===== src/sv/assert_macros.svh =====
// ----------------------------------------------------------------------------
// assert_macros.svh
// shared concurrent assertion wrappers
// ----------------------------------------------------------------------------
`ifndef ASSERT_MACROS_SVH
`define ASSERT_MACROS_SVH

// expression holds at every edge outside reset
`define ASSERT_ALWAYS(lbl, clk, rst, expr, msg) \
   lbl: assert property (@(posedge clk) disable iff (rst) (expr)) else $error(msg);

// consequent holds in the same cycle as the antecedent
`define ASSERT_IMPLIES(lbl, clk, rst, ante, cons, msg) \
   lbl: assert property (@(posedge clk) disable iff (rst) (ante) |-> (cons)) \
      else $error(msg);

// consequent holds in the cycle after the antecedent
`define ASSERT_NEXT(lbl, clk, rst, ante, cons, msg) \
   lbl: assert property (@(posedge clk) disable iff (rst) (ante) |=> (cons)) \
      else $error(msg);

`endif


===== src/sv/fctu_pkg.sv =====
// ----------------------------------------------------------------------------
// fctu_pkg
// shared widths, codes, beat types and the fixed mac roman table
// ----------------------------------------------------------------------------
package fctu_pkg;

   localparam int BYTE_W      = 8;
   localparam int CP_W        = 21;
   localparam int WORD_W      = 16;
   localparam int TABLE_DEPTH = 256;
   localparam int REQ_DATA_W  = 40;
   localparam int CSR_IDX_W   = 1;

   typedef enum logic {
      CMD_DECODE = 1'b0,
      CMD_LOAD   = 1'b1
   } cmd_type;

   typedef enum logic [CSR_IDX_W-1:0] {
      CSR_IDENTITY_TWO_BYTE = 1'b0,
      CSR_MAC_ROMAN         = 1'b1
   } csr_idx_type;

   typedef enum logic [1:0] {
      SRC_PAIR,
      SRC_MAC,
      SRC_TABLE,
      SRC_BYTE
   } src_type;

   typedef struct packed {
      logic              vld;
      src_type           src;
      logic [WORD_W-1:0] word;
      logic [CP_W-1:0]   tbl_cp;
   } front_beat_type;

   localparam logic [WORD_W-1:0] MAC_HIGH [0:127] = '{
      16'h00C4, 16'h00C5, 16'h00C7, 16'h00C9, 16'h00D1, 16'h00D6, 16'h00DC, 16'h00E1,
      16'h00E0, 16'h00E2, 16'h00E4, 16'h00E3, 16'h00E5, 16'h00E7, 16'h00E9, 16'h00E8,
      16'h00EA, 16'h00EB, 16'h00ED, 16'h00EC, 16'h00EE, 16'h00EF, 16'h00F1, 16'h00F3,
      16'h00F2, 16'h00F4, 16'h00F6, 16'h00F5, 16'h00FA, 16'h00F9, 16'h00FB, 16'h00FC,
      16'h2020, 16'h00B0, 16'h00A2, 16'h00A3, 16'h00A7, 16'h2022, 16'h00B6, 16'h00DF,
      16'h00AE, 16'h00A9, 16'h2122, 16'h00B4, 16'h00A8, 16'h2260, 16'h00C6, 16'h00D8,
      16'h221E, 16'h00B1, 16'h2264, 16'h2265, 16'h00A5, 16'h00B5, 16'h2202, 16'h2211,
      16'h220F, 16'h03C0, 16'h222B, 16'h00AA, 16'h00BA, 16'h03A9, 16'h00E6, 16'h00F8,
      16'h00BF, 16'h00A1, 16'h00AC, 16'h221A, 16'h0192, 16'h2248, 16'h2206, 16'h00AB,
      16'h00BB, 16'h2026, 16'h00A0, 16'h00C0, 16'h00C3, 16'h00D5, 16'h0152, 16'h0153,
      16'h2013, 16'h2014, 16'h201C, 16'h201D, 16'h2018, 16'h2019, 16'h00F7, 16'h25CA,
      16'h00FF, 16'h0178, 16'h2044, 16'h20AC, 16'h2039, 16'h203A, 16'hFB01, 16'hFB02,
      16'h2021, 16'h00B7, 16'h201A, 16'h201E, 16'h2030, 16'h00C2, 16'h00CA, 16'h00C1,
      16'h00CB, 16'h00C8, 16'h00CD, 16'h00CE, 16'h00CF, 16'h00CC, 16'h00D3, 16'h00D4,
      16'hF8FF, 16'h00D2, 16'h00DA, 16'h00DB, 16'h00D9, 16'h0131, 16'h02C6, 16'h02DC,
      16'h00AF, 16'h02D8, 16'h02D9, 16'h02DA, 16'h00B8, 16'h02DD, 16'h02DB, 16'h02C7
   };

endpackage


===== src/sv/fctu_serializer.sv =====
// ----------------------------------------------------------------------------
// fctu_serializer
// code-point selection, utf-8 encoding and byte-wide output register
// ----------------------------------------------------------------------------
`include "assert_macros.svh"

module fctu_serializer (
   input  logic                        clock,
   input  logic                        reset,
   input  fctu_pkg::front_beat_type    beat,
   output logic                        take,
   output logic                        rsp_tvalid,
   input  logic                        rsp_tready,
   // utf8_byte
   output logic [fctu_pkg::BYTE_W-1:0] rsp_tdata,
   // last
   output logic                        rsp_tlast
);
   import fctu_pkg::*;

   logic [CP_W-1:0]   cp;
   logic [BYTE_W-1:0] enc [4];
   logic [1:0]        enc_last;

   logic              busy_ff, busy_in;
   logic [1:0]        idx_ff, idx_in;
   logic [1:0]        last_idx_ff;
   logic [BYTE_W-1:0] byte_ff [4];
   logic              done;

   always_comb begin
      case (beat.src)
         SRC_PAIR:  cp = {{(CP_W-WORD_W){1'b0}}, beat.word};
         SRC_MAC:   cp = {{(CP_W-WORD_W){1'b0}}, MAC_HIGH[beat.word[6:0]]};
         SRC_TABLE: cp = beat.tbl_cp;
         SRC_BYTE:  cp = {{(CP_W-BYTE_W){1'b0}}, beat.word[BYTE_W-1:0]};
         default:   cp = '0;
      endcase
   end

   always_comb begin
      enc[0] = '0;
      enc[1] = '0;
      enc[2] = '0;
      enc[3] = '0;
      if (cp <= CP_W'(32'h7F)) begin
         enc[0]   = cp[7:0];
         enc_last = 2'd0;
      end else if (cp <= CP_W'(32'h7FF)) begin
         enc[0]   = 8'hC0 | {3'b000, cp[10:6]};
         enc[1]   = 8'h80 | {2'b00, cp[5:0]};
         enc_last = 2'd1;
      end else if (cp <= CP_W'(32'hFFFF)) begin
         enc[0]   = 8'hE0 | {4'b0000, cp[15:12]};
         enc[1]   = 8'h80 | {2'b00, cp[11:6]};
         enc[2]   = 8'h80 | {2'b00, cp[5:0]};
         enc_last = 2'd2;
      end else begin
         enc[0]   = 8'hF0 | {5'b00000, cp[20:18]};
         enc[1]   = 8'h80 | {2'b00, cp[17:12]};
         enc[2]   = 8'h80 | {2'b00, cp[11:6]};
         enc[3]   = 8'h80 | {2'b00, cp[5:0]};
         enc_last = 2'd3;
      end
   end

   assign rsp_tvalid = busy_ff;
   assign rsp_tdata  = byte_ff[idx_ff];
   assign rsp_tlast  = idx_ff == last_idx_ff;
   assign done       = busy_ff && rsp_tready && rsp_tlast;
   assign take       = beat.vld && (!busy_ff || done);

   always_comb begin
      busy_in = busy_ff;
      idx_in  = idx_ff;
      if (take) begin
         busy_in = 1'b1;
         idx_in  = 2'd0;
      end else if (done) begin
         busy_in = 1'b0;
      end else if (busy_ff && rsp_tready) begin
         idx_in = idx_ff + 2'd1;
      end
   end

   always_ff @(posedge clock) begin
      if (take) begin
         byte_ff     <= enc;
         last_idx_ff <= enc_last;
      end
   end

   always_ff @(posedge clock) begin
      if (reset) begin
         busy_ff <= 1'b0;
         idx_ff  <= 2'd0;
      end else begin
         busy_ff <= busy_in;
         idx_ff  <= idx_in;
      end
   end

   `ASSERT_IMPLIES(a_idx_range, clock, reset, busy_ff, idx_ff <= last_idx_ff,
      "byte index past end of character")
   `ASSERT_IMPLIES(a_cont_byte, clock, reset, busy_ff && idx_ff != 2'd0,
      rsp_tdata[7:6] == 2'b10, "continuation byte lacks 10 prefix")
   `ASSERT_IMPLIES(a_lead_byte, clock, reset, busy_ff && idx_ff == 2'd0 && !rsp_tlast,
      rsp_tdata[7:6] == 2'b11, "multi-byte lead byte lacks 11 prefix")

endmodule


===== config.mk =====
export PLATFORM = sky130hd
export DESIGN_NAME = fctu_serializer
export DESIGN_NICKNAME = d
export VERILOG_FILES = /design/src/sv/fctu_pkg.sv /design/src/sv/fctu_serializer.sv
export VERILOG_INCLUDE_DIRS = /design/src /design/src/sv
export SDC_FILE = /design/constraint.sdc
export NUM_CORES = 1
export LEC_CHECK = 0
export BUFFER_PORTS_ARGS = -buffer_cell sky130_fd_sc_hd__buf_2
export CAP_MARGIN = 15
export CORE_MARGIN = 3
export CORE_UTILIZATION = 55
export CTS_CLUSTER_SIZE = 28
export DETAILED_ROUTE_END_ITERATION = 12
export PLACE_DENSITY = 0.85
export REMOVE_ABC_BUFFERS = 1
export SLEW_MARGIN = 20
export SYNTH_ARGS = -nofsm -noshare
export SYNTH_HDL_FRONTEND = slang
export SYNTH_SLANG_ARGS = --single-unit
export TNS_END_PERCENT = 5

===== constraint.sdc =====
create_clock -name clock -period 4.23 [get_ports clock]
set_input_delay 0.423 -clock clock [delete_from_list [all_inputs] [get_ports clock]]
set_output_delay 0.423 -clock clock [all_outputs]
set_load 0.02 [all_outputs]

==> flow_metrics.py, run 1 <==
metrics = {
    "placement": {
        "detailed_place_hpwl_mm": 9.90,
        "gp_routability_congestion": 1.16,
        "place_inst": 615,
        "portBuffers": 53,
    },
    "power": {
        "p_int_uw": 658,
        "p_clk_frac": 0.224,
        "swShare": 0.377,
        "finalPower_mw": 1.05,
        "p_switching_uw": 397,
        "seq_power_share": 0.381,
        "ir_drop_mv": 0.214,
        "power.leakage_nw": 1.66,
        "p_per_area_nw_per_um2": 240,
        "p_comb_frac": 0.395,
    },
    "layout": {
        "drive_gt1_frac": 0.207,
        "finalCoreUtilization": 0.635,
        "nets": 582,
        "stdcell_count": 623,
        "n_antenna_cell": 0,
        "area_growth_pct": 10.0,
    },
    "worst_hold_path": {
        "hold_path.class": "in -> reg",
    },
    "global_routing": {
        "busiest_layer": "met2",
        "grt_start_max_net_pins": 39,
        "use_met1": 0.449,
        "use_met2": 0.479,
        "globalRoute.totalOverflow": 0,
        "grt_use_total": 0.327,
        "antenna_found_initial": 0,
        "grt_pass1_vias": 4122,
        "grt_util_met3": 0.0920,
        "grt_pass1_wl_mm": 21.7,
    },
    "logic_synthesis": {
        "synth_warnings": 0,
        "postSynth.asyncResetShare": 0,
        "synth_top_flop_cell": "edfxtp_1",
        "ys_seq_area_frac": 0.241,
        "synth_cells": 498,
        "avgSynthCellArea_um2": 8.00,
        "synth_edf_count": 30,
        "syn_area_um2": 3990,
        "ys_seq_elements": 33,
        "yosysUniqueCellTypes": 75,
    },
    "floorplan": {
        "start_util": 0.577,
        "die_h_um": 91.1,
        "pin_count": 54,
        "rows": 30,
        "die_width_um": 91.1,
        "die-area_um2": 8310,
        "core_um2": 6910,
    },
    "cts": {
        "root_buffer": "clkbuf_8",
        "cts.clk_slew.worst_paths_ns": 0.07,
        "cts_buffer_depth": 2,
        "clk_latency_ns": 0.29,
        "cts_setup_buffers": 0,
        "cts_tree": "done",
        "clock-sinks": 33,
        "cts_buffers": 5,
        "post_cts_resized": 0,
        "cts_hold_buf": 0,
        "htreeDepth": 2,
    },
    "worst_setup_path": {
        "cp.required_ns": 4.28,
        "worstSetupPathType": "in -> reg",
        "worst_ep_arrival_time_ns": 3.36,
        "crit_path_end_kind": "flop",
        "start_kind": "input port",
        "crit_fanout": 20,
    },
    "detailed_routing": {
        "vias": 4429,
        "first_pass_iters": 6,
        "totalWireLength_mm": 13.7,
        "via_per_inst": 7.11,
        "drt-initial-drc-count": 1062,
        "ant_nets": 0,
        "wl_per_cell_um": 22.0,
        "drc": 0,
    },
    "timing": {
        "clock_skew_ns": 0.00749,
        "setup_tns_ns": 0,
        "hold_viol": 0,
        "relSlewSlack": 0.495,
        "finalMaxSlewViolations": 0,
        "worstMarginPinSlew_ns": 0.756,
        "post-route-period-util": 0.782,
        "min_period_ns": 3.31,
        "fmax_mhz": 303,
        "rsz0062_at_grt": "no",
        "setup_violations": 0,
        "hold_ws_ns": 0.316,
    },
    "outcome": {
        "status": "finished clean",
    },
    "job": {
        "cap_violations": 0,
    },
}
## worst paths after layout
| kind | start | end | slack, ns | depth (start not counted) |
|---|---|---|---|---|
| worst max register to register | idx_ff[0] | byte_ff[20] | 1.92 | 6 |
| worst min register to register | rsp_tvalid | idx_ff[0] | 0.63 | 2 |
| worst max-delay path | beat[21] | byte_ff[26] | 0.92 | 11 |
| worst min-delay path | reset | idx_ff[0] | 0.32 | 2 |
## per-layer routing
layer	wire length, um	vias to the layer above
met2	5860	386
met4	618	0
li1	-	1948
met3	1970	76
met1	5290	2019
met5	0	-
## metrics by stage
| stage | setup WS, ns | instance area, um^2 |
|---|---|---|
| after CTS | 1.05 | 4390 |
| final | 0.924 | 4390 |
| after detailed placement | 0.756 | 4300 |
| after floorplan | 0.660 | 3780 |
| after global placement | 0.874 | 4300 |
| after global routing | 0.741 | 4390 |
## area by class of cell
cell class,instances,area (um^2)
inverters,21,78.8
fillers,618,2520
clock buffers,5,68.8
flip-flops and latches,33,961
repair buffers,70,393
clock inverters,3,17.5
well taps,96,120
multi-input cells,395,2750
## power by group through the flow
stage / Sequential (mW) / Combinational [mW] / Clock, mW
3_3_place_gp: 0.406 / 0.392 / 0
4_1_cts: 0.402 / 0.399 / 0.237
2_1_floorplan: 0.405 / 0.240 / 0
5_1_grt: 0.404 / 0.443 / 0.252
6_report: 0.402 / 0.416 / 0.237
3_5_place_dp: 0.408 / 0.397 / 0
## kinds of logic after synthesis
kind of cell	after synthesis	share of synthesized area
xor gates and xnor gates	3	0.00659
buffers and inverters	70	0.0703
adders and majority gates	13	0.0408
and+or+nand+nor	172	0.223
DFF	33	0.241
muxes	27	0.101
AOI/OAI and AO/OA	180	0.317
## state kept, by name (all words and copies together), names as in the netlist
signal,cells
byte_ff,28
rsp_tvalid,1
idx_ff,2
last_idx_ff,2
## synth_stat cells (3+ instances only)
library cell,instances,share of area
a211o_1,7,0.015
a211oi_1,5,0.0094
a21oi_1,34,0.043
a221o_1,3,0.0075
a221oi_1,4,0.0088
a22oi_1,4,0.0075
a2bb2oi_1,4,0.0088
a311oi_1,4,0.0088
a31oi_1,7,0.011
and2_1,8,0.013
and3_1,3,0.0047
buf_1,8,0.0075
buf_2,13,0.016
clkbuf_1,27,0.025
dfxtp_1,3,0.015
edfxtp_1,30,0.23
ha_1,13,0.041
inv_1,17,0.016
inv_2,3,0.0028
mux2_2,3,0.0085
mux2i_1,13,0.033
mux4_2,10,0.056
nand2_1,39,0.037
nand2b_1,20,0.031
nand3_1,10,0.013
nand4_1,3,0.0047
nor2_1,42,0.040
nor2b_1,16,0.025
nor3_1,13,0.016
o211ai_1,13,0.024
o21ai_0,34,0.043
o221ai_1,7,0.015
o22ai_1,8,0.013
o311ai_0,5,0.011
o31ai_1,9,0.017
or2_2,5,0.0078
## placed cells by master (no fill, tap or decap), drive strengths merged, types with 8 or more instances in the layout
master  instances
nor2b          16
mux2i          13
nand2          39
nand3          10
mux4           10
a21oi          34
o21ai          35
nor2           42
edfxtp         30
buf            70
and2            8
nor3           13
inv            20
o31ai           9
nand2b         20
ha             13
o211ai         13
o22ai           8
## worst max-delay path, stage by stage
cell,delay (ns)
buf_2,0.34
inv_1,0.17
ha_1,0.51
a221oi_1,0.34
a2111oi_0,0.12
buf_4,0.17
nor4_4,0.30
nand2_1,0.14
nor4_2,0.39
inv_2,0.14
mux2_4,0.32
No activity file was read; power rests on OpenSTA's default activity.
==> run 2: changes to the inputs <==
ABC_AREA = 1   (was default)
CORE_UTILIZATION = 54   (was 55)
PLACE_DENSITY = 0.87   (was 0.85)
clock period = 2.8 ns   (was 4.23 ns; I/O delays follow)
==> flow_metrics.py, run 2 <==
metrics = {
    "cts": {
        "cts_buffer_depth": 2,
        "cts_tree": "done",
        "cts_hold_buf": 0,
        "cts.clk_slew.worst_paths_ns": 0.07,
        "clock-sinks": 33,
        "cts_buffers": 5,
        "clk_latency_ns": 0.29,
        "cts_setup_buffers": 0,
        "post_cts_resized": 0,
        "htreeDepth": 2,
        "root_buffer": "clkbuf_8",
    },
    "placement": {
        "place_ws_ns": 0.151,
        "gp_routability_congestion": 1.03,
        "detailed_place_hpwl_mm": 11.5,
        "portBuffers": 53,
    },
    "worst_setup_path": {
        "worst_ep_arrival_time_ns": 2.52,
        "slowest_stage": "ha_1",
        "start_kind": "input port",
        "regToRegSetupSlack_ns": 0.86,
        "crit_fanout": 13,
        "r2r-end": "idx_ff[1]",
        "cp_common_cell": "nand2_1",
        "rr_worst_depth": 12,
        "cp.required_ns": 2.88,
        "r2r_start": "idx_ff[0]",
        "cp_cell_sequence": "buf_2 -> inv_1 -> ha_1 -> nand2_1 -> nand3_1 -> nand3_1 -> nand3_1 -> nand2_1 -> inv_1 -> nand2_1 -> nand2_1 -> nor2_4 -> buf_4 -> nor2_2 -> nand2_1 -> o21ai_0",
        "slowest_delay_ns": 0.34,
        "worstSetupPathType": "in -> reg",
        "crit_path_end_kind": "flop",
    },
    "detailed_routing": {
        "drt-initial-drc-count": 984,
        "wl_per_cell_um": 18.0,
        "drc": 0,
        "first_pass_iters": 7,
        "via_per_inst": 6.05,
        "routed.top_layer": "met4",
        "vias": 5121,
        "ant_nets": 0,
        "wl_met1_mm": 6.19,
        "wl_met2_mm": 6.29,
        "route.met3.wl_mm": 2.25,
        "totalWireLength_mm": 15.2,
    },
    "timing": {
        "setup_slack_ns": 0.364,
        "clock_skew_ns": 0.00449,
        "relSlewSlack": 0.613,
        "post-route-period-util": 0.870,
        "rsz0062_at_grt": "no",
        "setup_tns_ns": 0,
        "setup_violations": 0,
        "finalMaxSlewViolations": 0,
        "worstMarginPinSlew_ns": 0.580,
        "min_period_ns": 2.44,
        "fmax_mhz": 411,
        "hold_viol": 0,
    },
    "logic_synthesis": {
        "ys_seq_area_frac": 0.243,
        "synth_cells": 692,
        "yosysTopAreaCellShare": 0.282,
        "synth_top_cell_by_area": "nand2_1",
        "ys_seq_elements": 33,
        "synth_top_flop_cell": "edfxtp_1",
        "avgSynthCellArea_um2": 5.71,
        "synthTopCellsByArea": "nand2_1, edfxtp_1, nand3_1",
        "syn_area_um2": 3950,
        "postSynth.asyncResetShare": 0,
        "synth_edf_count": 30,
        "yosysUniqueCellTypes": 37,
        "yosys-top-cells-count": "nand2_1, nand3_1, inv_1, nor2_1, o21ai_0",
        "synth_warnings": 0,
        "synth.most_common_cell": "nand2_1",
    },
    "power": {
        "ir_drop_mv": 0.191,
        "p_per_area_nw_per_um2": 363,
        "power.leakage_nw": 2.32,
    },
    "layout": {
        "final_common_cell": "nand2_1",
        "regArea_um2": 961,
        "reg.largest.list": "byte_ff: 28 flops, idx_ff: 2 flops, last_idx_ff: 2 flops",
        "area_growth_pct": 14.0,
        "largest_reg_flops": 28,
        "n_antenna_cell": 0,
        "drive_gt1_frac": 0.145,
        "mostFrequentLayoutCells": "nand2_1, nand3_1, buf_2",
        "nets": 805,
        "multi_input_area_um2": 2590,
        "num-fill-cells": 646,
        "top_register": "byte_ff",
    },
    "global_routing": {
        "antenna_found_initial": 0,
        "globalRoute.totalOverflow": 0,
        "grt_use_total": 0.365,
        "grt_start_max_net_pins": 45,
        "grt_pass1_wl_mm": 24.2,
        "grt_pass1_vias": 4599,
    },
    "floorplan": {
        "die-area_um2": 8380,
        "rows": 30,
        "start_util": 0.569,
        "pin_count": 54,
        "die_h_um": 91.5,
        "die_width_um": 91.5,
        "core_um2": 6940,
    },
    "worst_hold_path": {
        "hp-start": "reset",
        "min_to": "rsp_tvalid",
        "hold_path.class": "in -> reg",
        "hold_depth": 2,
    },
    "job": {
        "cap_violations": 0,
    },
    "outcome": {
        "status": "finished clean",
    },
}
-- run 2: power by group --
group / internal [mW] / switching [mW] / leakage (nW) / total (mW)
Clock: 0.172 / 0.177 / 0.0450 / 0.349
Sequential: 0.598 / 0.0145 / 0.308 / 0.612
Combinational: 0.215 / 0.459 / 1.97 / 0.674
Total: 0.985 / 0.651 / 2.32 / 1.64
-- run 2: final cells by class --
type,instances,share of cell area
repair buffers,84,0.116
multi-input cells,566,0.576
inverters,59,0.0492
clock inverters,2,0.00222
flip-flops and latches,33,0.213
well taps,96,0.0267
clock buffers,6,0.0161
-- run 2: cell families (layout without fill, tap and decap cells) --
kind of cell	after synthesis	after routing	synth area share
flip-flops	33	33	0.243
buffers and inverters	93	151	0.100
adder cells (fa/ha/maj)	13	13	0.0412
XOR/XNOR	2	2	0.00443
AND/OR/NAND/NOR	455	455	0.478
AO/OA/AOI/OAI	96	96	0.133
-- run 2: critical path, delay by kind of cell --
kind            cells  cell delay (ns)
fa+ha+maj           1             0.34
buf+inv             4             0.53
compound gates      1             0.15
simple gates       10             1.22
-- run 2: how the worst max path moves through the flow --
stage                     cells after the start          end     start  slack (ns)
after global placement                       16  byte_ff[11]  beat[21]         0.1
after CTS                                    16  byte_ff[11]  beat[22]        0.44
after detailed placement                     16  byte_ff[11]  beat[22]        0.15
final                                        16  byte_ff[11]  beat[22]        0.36
after floorplan                              12  byte_ff[30]  beat[38]        0.08
after global routing                         16  byte_ff[11]  beat[22]        0.17
-- run 2: through the flow --
stage | cell area (um^2) | power, mW | hold WS [ns] | util | std cells
after floorplan | 3780 | 1.01 | 0.349 | - | 658
after global placement | 4420 | 1.27 | 0.451 | 0.637 | 838
after detailed placement | 4420 | 1.27 | 0.459 | 0.637 | 838
after CTS | 4500 | 1.61 | 0.156 | 0.648 | 846
after global routing | 4500 | 1.72 | 0.165 | 0.648 | 846
final | 4500 | 1.64 | 0.157 | 0.648 | 846
-- run 2: per-layer routing --
metal / track usage / up-vias
met3: 0.111 / 56
met2: 0.519 / 418
met1: 0.528 / 2278
met4: 0.107 / 0
met5: 0 / -
li1: - / 2369
